==> src/smc_ram.sv <==
// smc_ram: generic single-write, single-read memory with registered read data
// no dependencies
`timescale 1ns / 1ps
`default_nettype none

module smc_ram #(
    parameter int WIDTH = 32,
    parameter int DEPTH = 64
) (
    input  wire logic                     clk,
    input  wire logic                     we,
    input  wire logic [$clog2(DEPTH)-1:0] waddr,
    input  wire logic [WIDTH-1:0]         wdata,
    input  wire logic [$clog2(DEPTH)-1:0] raddr,
    output logic      [WIDTH-1:0]         rdata
);

    logic [WIDTH-1:0] mem [DEPTH];

    // write port and registered read port
    always_ff @(posedge clk)
    begin
        if (we)
        begin
            mem[waddr] <= wdata;
        end
        rdata <= mem[raddr];
    end

endmodule

`default_nettype wire

==> config.mk <==
export PLATFORM = sky130hd
export DESIGN_NAME = smc_ram
export DESIGN_NICKNAME = d
export VERILOG_FILES = /design/src/smc_ram.sv
export SDC_FILE = /design/constraint.sdc
export NUM_CORES = 2
export LEC_CHECK = 0
export ABC_AREA = 1
export ABC_CLOCK_PERIOD_IN_PS = 8700
export BUFFER_PORTS_ARGS = -buffer_cell sky130_fd_sc_hd__buf_4
export CAP_MARGIN = 20
export CORE_MARGIN = 2
export CORE_UTILIZATION = 55
export CTS_BUF_LIST = sky130_fd_sc_hd__clkbuf_4 sky130_fd_sc_hd__clkbuf_8
export CTS_CLUSTER_DIAMETER = 150
export DETAILED_ROUTE_END_ITERATION = 10
export HOLD_SLACK_MARGIN = 0.06
export PLACE_DENSITY = 0.71
export SYNTH_ARGS = -nofsm -noshare
export SYNTH_HDL_FRONTEND = slang
export SYNTH_SLANG_ARGS = --single-unit
==> constraint.sdc <==
create_clock -name clk -period 8.7 [get_ports clk]
set_input_delay 0.435 -clock clk [delete_from_list [all_inputs] [get_ports clk]]
set_output_delay 0.435 -clock clk [all_outputs]
set_load 0.02 [all_outputs]
[Yosys cells after proc, flatten, opt, wreduce, memory -nomap -nowiden]
Memory sizes are Yosys's and may differ from the RTL's. A register that Yosys moved wholly into a read port is not among the register bits.
Index checks and enable logic that the tools add are counted.
Storage, ports and cells
  bits in registers: 0
  latch bits: 0
  memory bits (writable): 2048
  bits in read-only memories: 0
  input port bits: 46
  output and inout bits: 32
  logic and storage cells: 3
  memories kept: 1
Memory list
  mem: depth 64, bits a word 32, rd ports 1, clocked after Yosys merged registers in 1, wr ports 1, RTL line 18  | logic [WIDTH-1:0] mem [DEPTH];
Operators by class
  add/sub/neg operators: 0
  multipliers: 0
  divide/modulo/power cells: 0
  order comparisons: 0
  equal/unequal tests: 0
  shift operators: 0
  muxes and demuxes: 2
  bitwise operators: 0
  reduce and logical (&&, ||, !) cells: 0
Operators with widths (number)
  1-bit 2-to-1 mux: 2

[Logic depth before layout (Yosys ltp)]
  depth in word-level cells: 2
  mapped depth: 13

[Least setup slack after synthesis]
No wires, ideal clock.
  path type: input to register
  from: input we
  to: memory mem[48][0], enable pin
  setup time: 0.502 ns
  data arrival time: 4.063 ns
  data required time: 8.198 ns
  path slack: 4.135 ns
  stages on the path: 3
  path buffers: 1
  cell sequence: clkbuf_1 nand4_1 nor4_1
On the way
  longest elaborated chain between the ends: 2
RTL lines
  start: declaration: RTL line 11  | input wire logic we,
  1-bit 2-to-1 mux: RTL line 23  | if (we)
  1-bit 2-to-1 mux (implied by the code): RTL line 25  | mem[waddr] <= wdata;
  end: declaration: RTL line 18
Every way passes these cells.

==> results.md <==
* Outcome: finished, final reports clean
* Synth cell types at 16
* CTS tree: built
* Wire per inst at 25.5 um
* Synthesized flop and latch total at 2,080
* Top cells by area, synth: edfxtp_1 (74%), nand3_1 (12%), nand2_1 (10%)
* # rows at 142
* CP Launch Type: primary input
* Vias at 55,100
* Fin util at 61.2%
* Port Buf Inserts at 77
* Slew Limit Headroom at 22.4%
* Commonest non-fill, non-tap cell in the layout: nand2_1
* Worst setup endpoint: rdata[19]$_DFF_P_
* Fin. Hold Viols at 0
* Post-Syn Area at 82,700 um^2
* Initial antenna violation count at 15
* Die area at 154,000 um^2
* Starting Density at 55.3%
* Sequential share of the synthesized area at 75.1%
* Pin count of the biggest net entering global routing at 203
* Synthesis-to-finish area growth at 10.7%
* Vias in the first global route at 52,100
* WHS Path Cells at 6
* Commonest non-fill, non-tap cells in the layout: nand2_1 (2,248), edfxtp_1 (2,048), nand3_1 (1,907)
* Max Slew Vio Count at 0
* Drt drc at 0
* Setup ws final at 5.48 ns
* Worst hold path class: in2reg
* 1st-pass router iterations at 6
* Reg2reg path depth at 9
* Crit Path Category: in2reg
* Post-Syn Nets at 6,815
* Worst-Margin Slew at 1.16 ns
* Crit. End Element: flop
* Critical path origin: raddr[3]
* Syn_area_per_cell at 12.2 um^2
* Required @ worst endpoint at 9.59 ns
* Fin area at 91,600 um^2
* Final-stage net count at 6,925
* Area share of the largest cell type after synthesis at 74.3%
* Maximum root-to-sink buffer count at 4
* Setup violators final at 0
* Worst IR Drop VDD at 0.000170 V
* Total core area at 150,000 um^2
* Reg2reg setup slack at 6.71 ns
* Tmin final at 3.22 ns
* RR Startpoint: mem[44][19]$_DFFE_PP_
* Mapped Cells at 6,769
* Reg2Reg Capture Point: rdata[19]$_DFF_P_
* Critical Path Fanout Max at 61
* Layout Skew at 0.0501 ns
* Max-Cap Viols at 0
* Fin crit share at 37.0%
* RSZ-0062 raised after global routing: false
* Leak Pwr at 32.3 nW
* Pre-CTS WS at 4.71 ns
* DRT antenna net count at 0
* Horiz. Die Dim at 392 um
* # H-tree levels at 5
* DP Wirelength at 113,000 um
* CTS root buffer: clkbuf_8
* Cell area power density at 222 nW/um^2
* Tot GR Track Use at 30.2%
* Io pins at 78
* DR iter-0 viols at 7,890
* Worst-path clk slew at 0.06 ns
* Non-filler cells, final at 9,129
* Post-DP Area at 85,000 um^2
* DR vias/cell at 6.04
* Cell total after placement at 8,519
* Die Ht at 392 um
* Yosys warns at 0
* TNS Setup at 0 ns
* Final GP Congestion at 0.866
* Area leader, netlist: edfxtp_1
* Clock latency on the worst-skew pair at 1.05 ns
* First-pass GRT wire length at 337,000 um
* Global route overflow at 0
* Drt total wl at 233,000 um
* Data arrival at the endpoint of the critical path at 4.11 ns
* TritonCTS Buffers at 335
* CTS Sinks at 2,080
* Layout cells sized above 1 at 10.5%
* FMAX at 311 MHz
## final cells by class
cell class | instances | area, um^2
Clock inverter | 105 | 480
Timing Repair Buffer | 222 | 1920
Tap cell | 2016 | 2520
Fill cell | 11300 | 58000
Antenna cell | 6 | 15.0
Multi-Input combinational cell | 4228 | 18800
Sequential cell | 2080 | 62100
Clock buffer | 460 | 5660
Inverter | 12 | 81.3
## per-layer routing
layer | GRT usage, % | wire, um | up-vias
li1 | - | - | 24400
met1 | 41.4 | 86800 | 26700
met2 | 45.2 | 104000 | 3516
met3 | 9.05 | 32400 | 509
met4 | 12.7 | 9150 | 12
met5 | 0 | 69 | -
## worst max-delay path, stage by stage
cell           delay [ns]
buf_6                0.29
inv_6                0.72
buf_4                0.63
buf_4                0.73
nand3_1              0.20
nand3_1              0.19
nand2_1              0.07
nand2_1              0.07
dlygate4sd3_1        0.56
nand2_1              0.05
## state kept, by name, summed over array words and instances, names as in the netlist
signal,count
mem,2048
rdata,32
## cells by family (layout without fill, tap and decap cells)
| kind of cell | Yosys count | after routing | synth area share [%] |
|---|---|---|---|
| DFF | 2080 | 2080 | 75.1 |
| buffers and inverters | 461 | 799 | 2.78 |
| other | 0 | 6 | 0 |
| and+or+nand+nor | 4228 | 4228 | 22.1 |
## how the worst min path moves through the flow
stage,slack [ns],to,from
after CTS,0.12,rdata[2]$_DFF_P_,raddr[3]
after floorplan,0.53,mem[0][0]$_DFFE_PP_,wdata[0]
after global placement,0.78,rdata[11]$_DFF_P_,mem[4][11]$_DFFE_PP_
final,0.23,rdata[18]$_DFF_P_,raddr[3]
after global routing,0.20,rdata[18]$_DFF_P_,raddr[3]
after detailed placement,0.79,rdata[11]$_DFF_P_,mem[10][11]$_DFFE_PP_
## metrics by stage
| stage | hold WS (ns) | total power (W) |
|---|---|---|
| after floorplan | 0.534 | 0.0120 |
| after global placement | 0.778 | 0.0126 |
| after detailed placement | 0.787 | 0.0126 |
| after CTS | 0.125 | 0.0204 |
| after global routing | 0.204 | 0.0209 |
| final | 0.226 | 0.0203 |
## synthesized netlist by cell type (all sizes together)
| cell type | number |
|---|---|
| clkbuf | 77 |
| nor4 | 8 |
| nand4 | 9 |
| edfxtp | 2048 |
| inv | 12 |
| nor2 | 56 |
| buf | 372 |
| nand2 | 2248 |
| nand3 | 1907 |
| dfxtp | 32 |
## power by group
group | internal, W | switching [W] | leakage (nW)
registers | 0.0111 | 0.0000589 | 18.7
clock network | 0.00420 | 0.00368 | 3.26
logic | 0.000305 | 0.000996 | 10.3
total | 0.0156 | 0.00474 | 32.3
## repair_timing
| action | 4_1_cts | 5_1_grt |
|---|---|---|
| resized for setup | 0 | 0 |
| hold endpoints to repair | 2049 | 0 |
| buffers inserted | 0 | 0 |
| hold buffers | 39 | 0 |
No activity file was read; power rests on OpenSTA's default activity.
