**src/smc_pkg.sv**
```systemverilog
// smc_pkg: shared types, opcodes, status codes and default sizes for the stack machine core
// no dependencies; imported by stack_machine_core and smc_div
`timescale 1ns / 1ps
`default_nettype none

package smc_pkg;

    localparam int WORD_W       = 32;
    localparam int PLEN_W       = 11;
    localparam int DIV_CNT_W    = 6;
    localparam int PROG_DEPTH_D = 1024;
    localparam int DATA_DEPTH_D = 64;
    localparam int CALL_DEPTH_D = 32;

    localparam logic [WORD_W-1:0] OP_MAX = 32'd18;

    typedef enum logic [1:0] {
        KIND_LOAD  = 2'd0,
        KIND_START = 2'd1,
        KIND_EXEC  = 2'd2,
        KIND_SPARE = 2'd3
    } kind_t;

    typedef enum logic [2:0] {
        ST_OK      = 3'd0,
        ST_HALT    = 3'd1,
        ST_FEW     = 3'd2,
        ST_EMPTY   = 3'd3,
        ST_DIVZ    = 3'd4,
        ST_RANGE   = 3'd5,
        ST_INVALID = 3'd6,
        ST_OVER    = 3'd7
    } status_t;

    typedef enum logic [4:0] {
        OP_POP    = 5'd0,
        OP_PUSH   = 5'd1,
        OP_ADD    = 5'd2,
        OP_SUB    = 5'd3,
        OP_MUL    = 5'd4,
        OP_DIV    = 5'd5,
        OP_INC    = 5'd6,
        OP_DEC    = 5'd7,
        OP_DUP    = 5'd8,
        OP_SWAP   = 5'd9,
        OP_PRINT  = 5'd10,
        OP_PRINTC = 5'd11,
        OP_JMP    = 5'd12,
        OP_JZ     = 5'd13,
        OP_JNZ    = 5'd14,
        OP_HALT   = 5'd15,
        OP_CALL   = 5'd16,
        OP_RET    = 5'd17,
        OP_NOP    = 5'd18
    } opcode_t;

endpackage

`default_nettype wire

```
**src/smc_div.sv**
```systemverilog
// smc_div: signed 32-bit divider, one quotient bit per cycle, truncates toward zero
// depends on smc_pkg
`timescale 1ns / 1ps
`default_nettype none

module smc_div (
    input  wire logic                        clk,
    input  wire logic                        rst_n,
    input  wire logic                        start,
    input  wire logic [smc_pkg::WORD_W-1:0]  dividend,
    input  wire logic [smc_pkg::WORD_W-1:0]  divisor,
    output logic                             done,
    output logic      [smc_pkg::WORD_W-1:0]  quotient
);
    import smc_pkg::*;

    logic                 busy_reg;
    logic                 done_reg;
    logic [DIV_CNT_W-1:0] cnt_reg;
    logic                 neg_reg;
    logic [WORD_W-1:0]    ub_reg;
    logic [WORD_W-1:0]    rem_reg;
    logic [WORD_W-1:0]    quo_reg;
    logic [WORD_W-1:0]    shifted;
    logic [WORD_W:0]      diff;

    // trial subtract of the shifted partial remainder
    assign shifted = {rem_reg[WORD_W-2:0], quo_reg[WORD_W-1]};
    assign diff    = {1'b0, shifted} - {1'b0, ub_reg};

    // control
    always_ff @(posedge clk or negedge rst_n)
    begin
        if (!rst_n)
        begin
            busy_reg <= 1'b0;
            done_reg <= 1'b0;
            cnt_reg  <= '0;
        end
        else
        begin
            done_reg <= 1'b0;
            if (start)
            begin
                busy_reg <= 1'b1;
                cnt_reg  <= DIV_CNT_W'(WORD_W);
            end
            else if (busy_reg)
            begin
                cnt_reg <= cnt_reg - 1'b1;
                if (cnt_reg == DIV_CNT_W'(1))
                begin
                    busy_reg <= 1'b0;
                    done_reg <= 1'b1;
                end
            end
        end
    end

    // datapath on magnitudes
    always_ff @(posedge clk)
    begin
        if (start)
        begin
            neg_reg <= dividend[WORD_W-1] ^ divisor[WORD_W-1];
            ub_reg  <= divisor[WORD_W-1] ? (~divisor + 1'b1) : divisor;
            quo_reg <= dividend[WORD_W-1] ? (~dividend + 1'b1) : dividend;
            rem_reg <= '0;
        end
        else if (busy_reg)
        begin
            rem_reg <= diff[WORD_W] ? shifted : diff[WORD_W-1:0];
            quo_reg <= {quo_reg[WORD_W-2:0], ~diff[WORD_W]};
        end
    end

    assign done     = done_reg;
    assign quotient = neg_reg ? (~quo_reg + 1'b1) : quo_reg;

endmodule

`default_nettype wire

```
**config.mk**
```make
export PLATFORM = sky130hd
export DESIGN_NAME = smc_div
export DESIGN_NICKNAME = d
export VERILOG_FILES = /design/src/smc_pkg.sv /design/src/smc_div.sv
export SDC_FILE = /design/constraint.sdc
export NUM_CORES = 1
export LEC_CHECK = 0
export BUFFER_PORTS_ARGS = -buffer_cell sky130_fd_sc_hd__buf_4
export CORE_ASPECT_RATIO = 1.4
export CORE_MARGIN = 10
export CORE_UTILIZATION = 54
export DETAILED_ROUTE_END_ITERATION = 7
export GPL_TIMING_DRIVEN = 0
export PLACE_DENSITY_LB_ADDON = 0.25
export SYNTH_ARGS = -nofsm -noshare
export SYNTH_HDL_FRONTEND = slang
export SYNTH_SLANG_ARGS = --single-unit
```
**constraint.sdc**
```tcl
create_clock -name clk -period 3.2 [get_ports clk]
set_clock_uncertainty 0.15 [all_clocks]
set_input_delay 0.32 -clock clk [delete_from_list [all_inputs] [get_ports clk]]
set_output_delay 0.32 -clock clk [all_outputs]
set_load 0.005 [all_outputs]
```
# After elaboration in Yosys (flattened, before gate mapping)

Cells that the tools add are included.

Add/subtract/negate cells: 5
Equality and inequality tests: 1
Multiplexer cells: 14
Bitwise gates (word level): 5
Reduce and logical (&&, ||, !) cells: 1

Operator list:

| operator                | count |
|---|---|
| $mux W32                | 4 |
| $add A32 B1 Y32 const B | 3 |
| $not A32 Y32            | 3 |
| $mux W31                | 2 |
| $sub A32 B32 Y33        | 1 |
| $mux W6                 | 2 |
| $eq A6 B1 Y1 const B    | 1 |
| $mux W1                 | 6 |
| $sub A6 B1 Y6 const B   | 1 |
| $reduce_bool A2 Y1      | 1 |
| $not A1 Y1              | 1 |
| $xor A1 B1 Y1           | 1 |

Register bits: 104
Input bits: 67
Word-level logic and storage cells: 34

# Longest topological paths before layout

Depth after elaboration: 4
Gate-level depth with buffers: 13

# Worst setup path after synthesis

Ideal clock, no wire load.

Kind: register -> register
Start point: register quo_reg[31]
End point: register rem_reg[30]
Setup time: 74 ps
Data arrival time: 2717 ps
Required time: 2976 ps
Slack: 259 ps
Stages on the path, launching flop included: 13
Clock period less this slack: 2941 ps
Path through: edfxtp_1 > inv_1 > ha_1 > fa_1 > nand2b_1 > a21o_1 > a21o_1 > a21oi_1 > o21ai_0 > a211oi_1 > o21ai_0 > a221o_1 > o21ai_0

Longest elaborated chain between the ends: 2

Ends and longest elaborated chain:

| what                   | RTL line      | text |
|---|---|---|
| start, declared        | smc_div.sv:23 | `logic [WORD_W-1:0] quo_reg;` |
| start signal, assigned | smc_div.sv:67 | `quo_reg <= dividend[WORD_W-1] ? (~dividend + 1'b1) : dividend;` |
| start signal, assigned | smc_div.sv:73 | `quo_reg <= {quo_reg[WORD_W-2:0], ~diff[WORD_W]};` |
| $sub A32 B32 Y33       | smc_div.sv:29 | `assign diff = {1'b0, shifted} - {1'b0, ub_reg};` |
| $mux W31               | smc_div.sv:72 | `rem_reg <= diff[WORD_W] ? shifted : diff[WORD_W-1:0];` |
| end signal, assigned   | smc_div.sv:72 |  |
| end, declared          | smc_div.sv:22 | `logic [WORD_W-1:0] rem_reg;` |

Every way passes these cells.
A chain may end at the register's enable or synchronous reset.

# Final worst setup path

Start point: register quo_reg[4]
End point: output port quotient[26] (netlist name)

Longest elaborated chain between the ends: 3

Ends and longest elaborated chain:

| what            | RTL line      | text |
|---|---|---|
| $not A32 Y32    | smc_div.sv:78 | `assign quotient = neg_reg ? (~quo_reg + 1'b1) : quo_reg;` |
| $add A32 B1 Y32 | smc_div.sv:78 |  |
| $mux W32        | smc_div.sv:78 |  |
| end, declared   | smc_div.sv:13 | `output logic [smc_pkg::WORD_W-1:0] quotient` |

Every way passes these cells.

==> flow_metrics.tcl <==
set metrics [dict create \
    dr.max_layer_used "met4" \
    cts_num_sinks 104 \
    routed_wl_mm 22.0 \
    holdCritPathClass "in -> reg" \
    cts_tree "built" \
    outcome "finished, violations left" \
    grt_antenna_before_repair 0 \
    switching_share 0.354 \
    powerDensity_mw_per_mm2 473 \
    ir_worst_vdd_mv 0.278 \
    cts.htree.levels 3 \
    finalCriticalPeriod_ns 3.63 \
    antennaDiodeCount 0 \
    die_x_um 122 \
    power_leakage_nw 4.28 \
    netlist_area_mm2 0.00780 \
    placed_cells 1160 \
    cp.required_ns 2.73 \
    ys_seq_elements 104 \
    setup_viol 44 \
    synth-warning-count 0 \
    drive_gt1_frac 0.249 \
    cts-root-buf "clkbuf_16" \
    die_y_um 162 \
    wl_met2_mm 11.3 \
    vias 7182 \
    dr.pass1.iters 5 \
    yosysSeqAreaShare 0.356 \
    finalCritPeriodShare 1.13 \
    final_util 0.712 \
    seq_power_share 0.392 \
    hp-start "divisor[0]" \
    max_slew_margin 0.162 \
    path_max_fanout 4 \
    drt-met1-wl_mm 8.76 \
    cts_max_path_buffers 2 \
    rsz0062_at_grt "yes" \
    start_util 0.556 \
    core-area_mm2 0.0140 \
    setup.worst_path.class "reg -> out" \
    timing.rr.end "rem_reg[24]$_SDFFE_PP0P_" \
    drt_iter0_drc 479 \
    grt-ovfl-total 0 \
    wl_met3_mm 1.24 \
    r2r_slack_ns -0.11 \
    fin_cells 1213 \
    violations "setup timing" \
    final_common_cell "buf_4" \
    reg2reg_from "ub_reg[0]$_DFFE_PP_" \
    grt_max_degree 35 \
    final_cell_mix "120 x buf_4, 98 x nor2_1, 72 x xnor2_1" \
    detailed_place_hpwl_mm 15.4 \
    p_int_mw 3.05 \
    io_pins 100 \
    ant_nets 0 \
    worstSkewPairLatency_ns 0.36 \
    cts_made_buffers 9 \
    fmax_mhz 276 \
    synth_edf_count 65 \
    gp_congestion 0.914 \
    p_comb_frac 0.380 \
    areaGrowthSynthToFinish_pct 28.1 \
    syn_inst 876 \
    port-buffer-count 99 \
    path_cells "nor4_4 > buf_4 > nand2b_4 > or4_4 > or3_4 > or2_4 > nand2b_4 > o41ai_4 > xnor2_1 > buf_4" \
    wl_per_cell_um 18.2 \
    ff2ff_path_depth 14 \
    hold_violations 0 \
    critical_path_buf_inv_count 2 \
    drv_slew 0 \
    drc_errors 0 \
    cts.clk_slew.worst_paths_ns 0.08 \
    grt_pass1_vias 6992 \
    tightest_slew_ns 1.26 \
    avgViaCountPerCell 5.92 \
    power.switching_mw 1.67 \
    synth-async-reset-ratio 0.0769 \
    critical-path-max-stage-delay_ns 0.44 \
    critPathLaunchType "flop" \
    critPathTopFamily "simple AND/OR/NAND/NOR gates" \
    rows 51 \
    clkPwrFrac 0.228 \
    slowest_stage "edfxtp_1" \
    crit_arrival_ns 3.16 \
    synth_nets 981 \
    min_to "ub_reg[0]$_DFFE_PP_" \
    fp.dieArea_mm2 0.0197 \
    fin_ws_ns -0.426 \
    whs_path_depth 1 \
    final_nets 1128 \
    ys.flop_type "edfxtp_1" \
    avgSynthCellArea_um2 8.90 \
    ys_types 68 \
    gr-usage-all-layers 0.204 \
    cp-end-kind "output pin" \
    maxCapViolations 0 \
    grt_pass1_wl_mm 33.4 \
]
==> layer usage <==
metal  track usage  up-vias
met2         0.365      250
met1         0.235     3418
li1              -     3461
met3        0.0364       53
met4        0.0772        0
met5             0        -
==> layout make-up <==
cell class | count | area (um^2)
multi-input cells | 686 | 5160
fillers | 1071 | 4050
flip-flops and latches | 104 | 2770
repair buffers | 139 | 1170
well taps | 185 | 231
clock buffers | 9 | 225
plain buffers | 34 | 188
inverters | 49 | 184
clock inverters | 7 | 55.1
==> timing repair <==
action,CTS,global route
hold buffers,1,0
cloned,0,4
endpoints found under the hold margin,8,0
setup endpoints to repair,47,48
pin swaps,11,52
resized for setup,40,95
buffers inserted,20,15
==> through the flow <==
stage	instance area (um^2)	TNS (ns)	power (mW)	hold slack (ns)	setup slack [ns]
finish	9990	-5.25	4.73	0.0218	-0.426
global route	9990	-9.56	4.97	0.0229	-0.508
CTS	9400	-3.14	4.51	0.0174	-0.387
detailed placement	8770	-17.66	3.35	-0.00791	-0.602
global placement	8770	-16.03	3.32	-0.00615	-0.564
floorplan	7800	0	2.82	-0.126	0.259
==> synth_stat cells, types with 6 or more instances <==
cell type	instances	area [um^2]
nor2_1	101	379
xnor2_1	72	631
a21oi_1	68	340
edfxtp_1	65	1950
nand2_1	61	229
inv_1	49	184
o21ai_0	43	215
xor2_1	42	368
ha_1	37	463
dfxtp_1	31	621
clkbuf_1	25	93.8
a21o_1	24	180
a211oi_1	23	173
o31ai_1	23	173
nand2b_1	17	106
mux2i_1	13	130
nor3_1	11	55.1
o41ai_1	10	87.6
or4_1	9	67.6
dfrtp_1	8	200
or3_1	8	50.1
and2_1	7	43.8
and3_1	7	43.8
nand3_1	7	35.0
nand4_1	6	37.5
nor2b_1	6	37.5
==> power groups by stage <==
stage               logic, mW  clock network, mW  registers [mW]
finish                   1.80               1.08            1.85
global route             1.97               1.12            1.87
CTS                      1.60               1.08            1.83
detailed placement       1.50                  0            1.85
global placement         1.47                  0            1.85
floorplan                1.02                  0            1.79
==> worst max path at each step <==
stage,depth (start not counted),endpoint,from
global placement,13,rem_reg[5]$_SDFFE_PP0P_,quo_reg[31]$_DFFE_PP_
global route,10,quotient[26],quo_reg[4]$_DFFE_PP_
floorplan,12,rem_reg[30]$_SDFFE_PP0P_,quo_reg[31]$_DFFE_PP_
detailed placement,13,rem_reg[1]$_SDFFE_PP0P_,quo_reg[31]$_DFFE_PP_
finish,10,quotient[26],quo_reg[4]$_DFFE_PP_
CTS,10,quotient[26],quo_reg[4]$_DFFE_PP_
==> cell families after synthesis <==
family	count (synthesis)	share of synthesized area
muxes	16	0.0210
adders and majority gates	38	0.0619
xor gates and xnor gates	114	0.128
DFF	104	0.356
AOI/OAI and AO/OA	244	0.212
buffers and inverters	86	0.0432
and+or+nand+nor	274	0.179
Note: power is estimated with default switching activity, not from simulation.
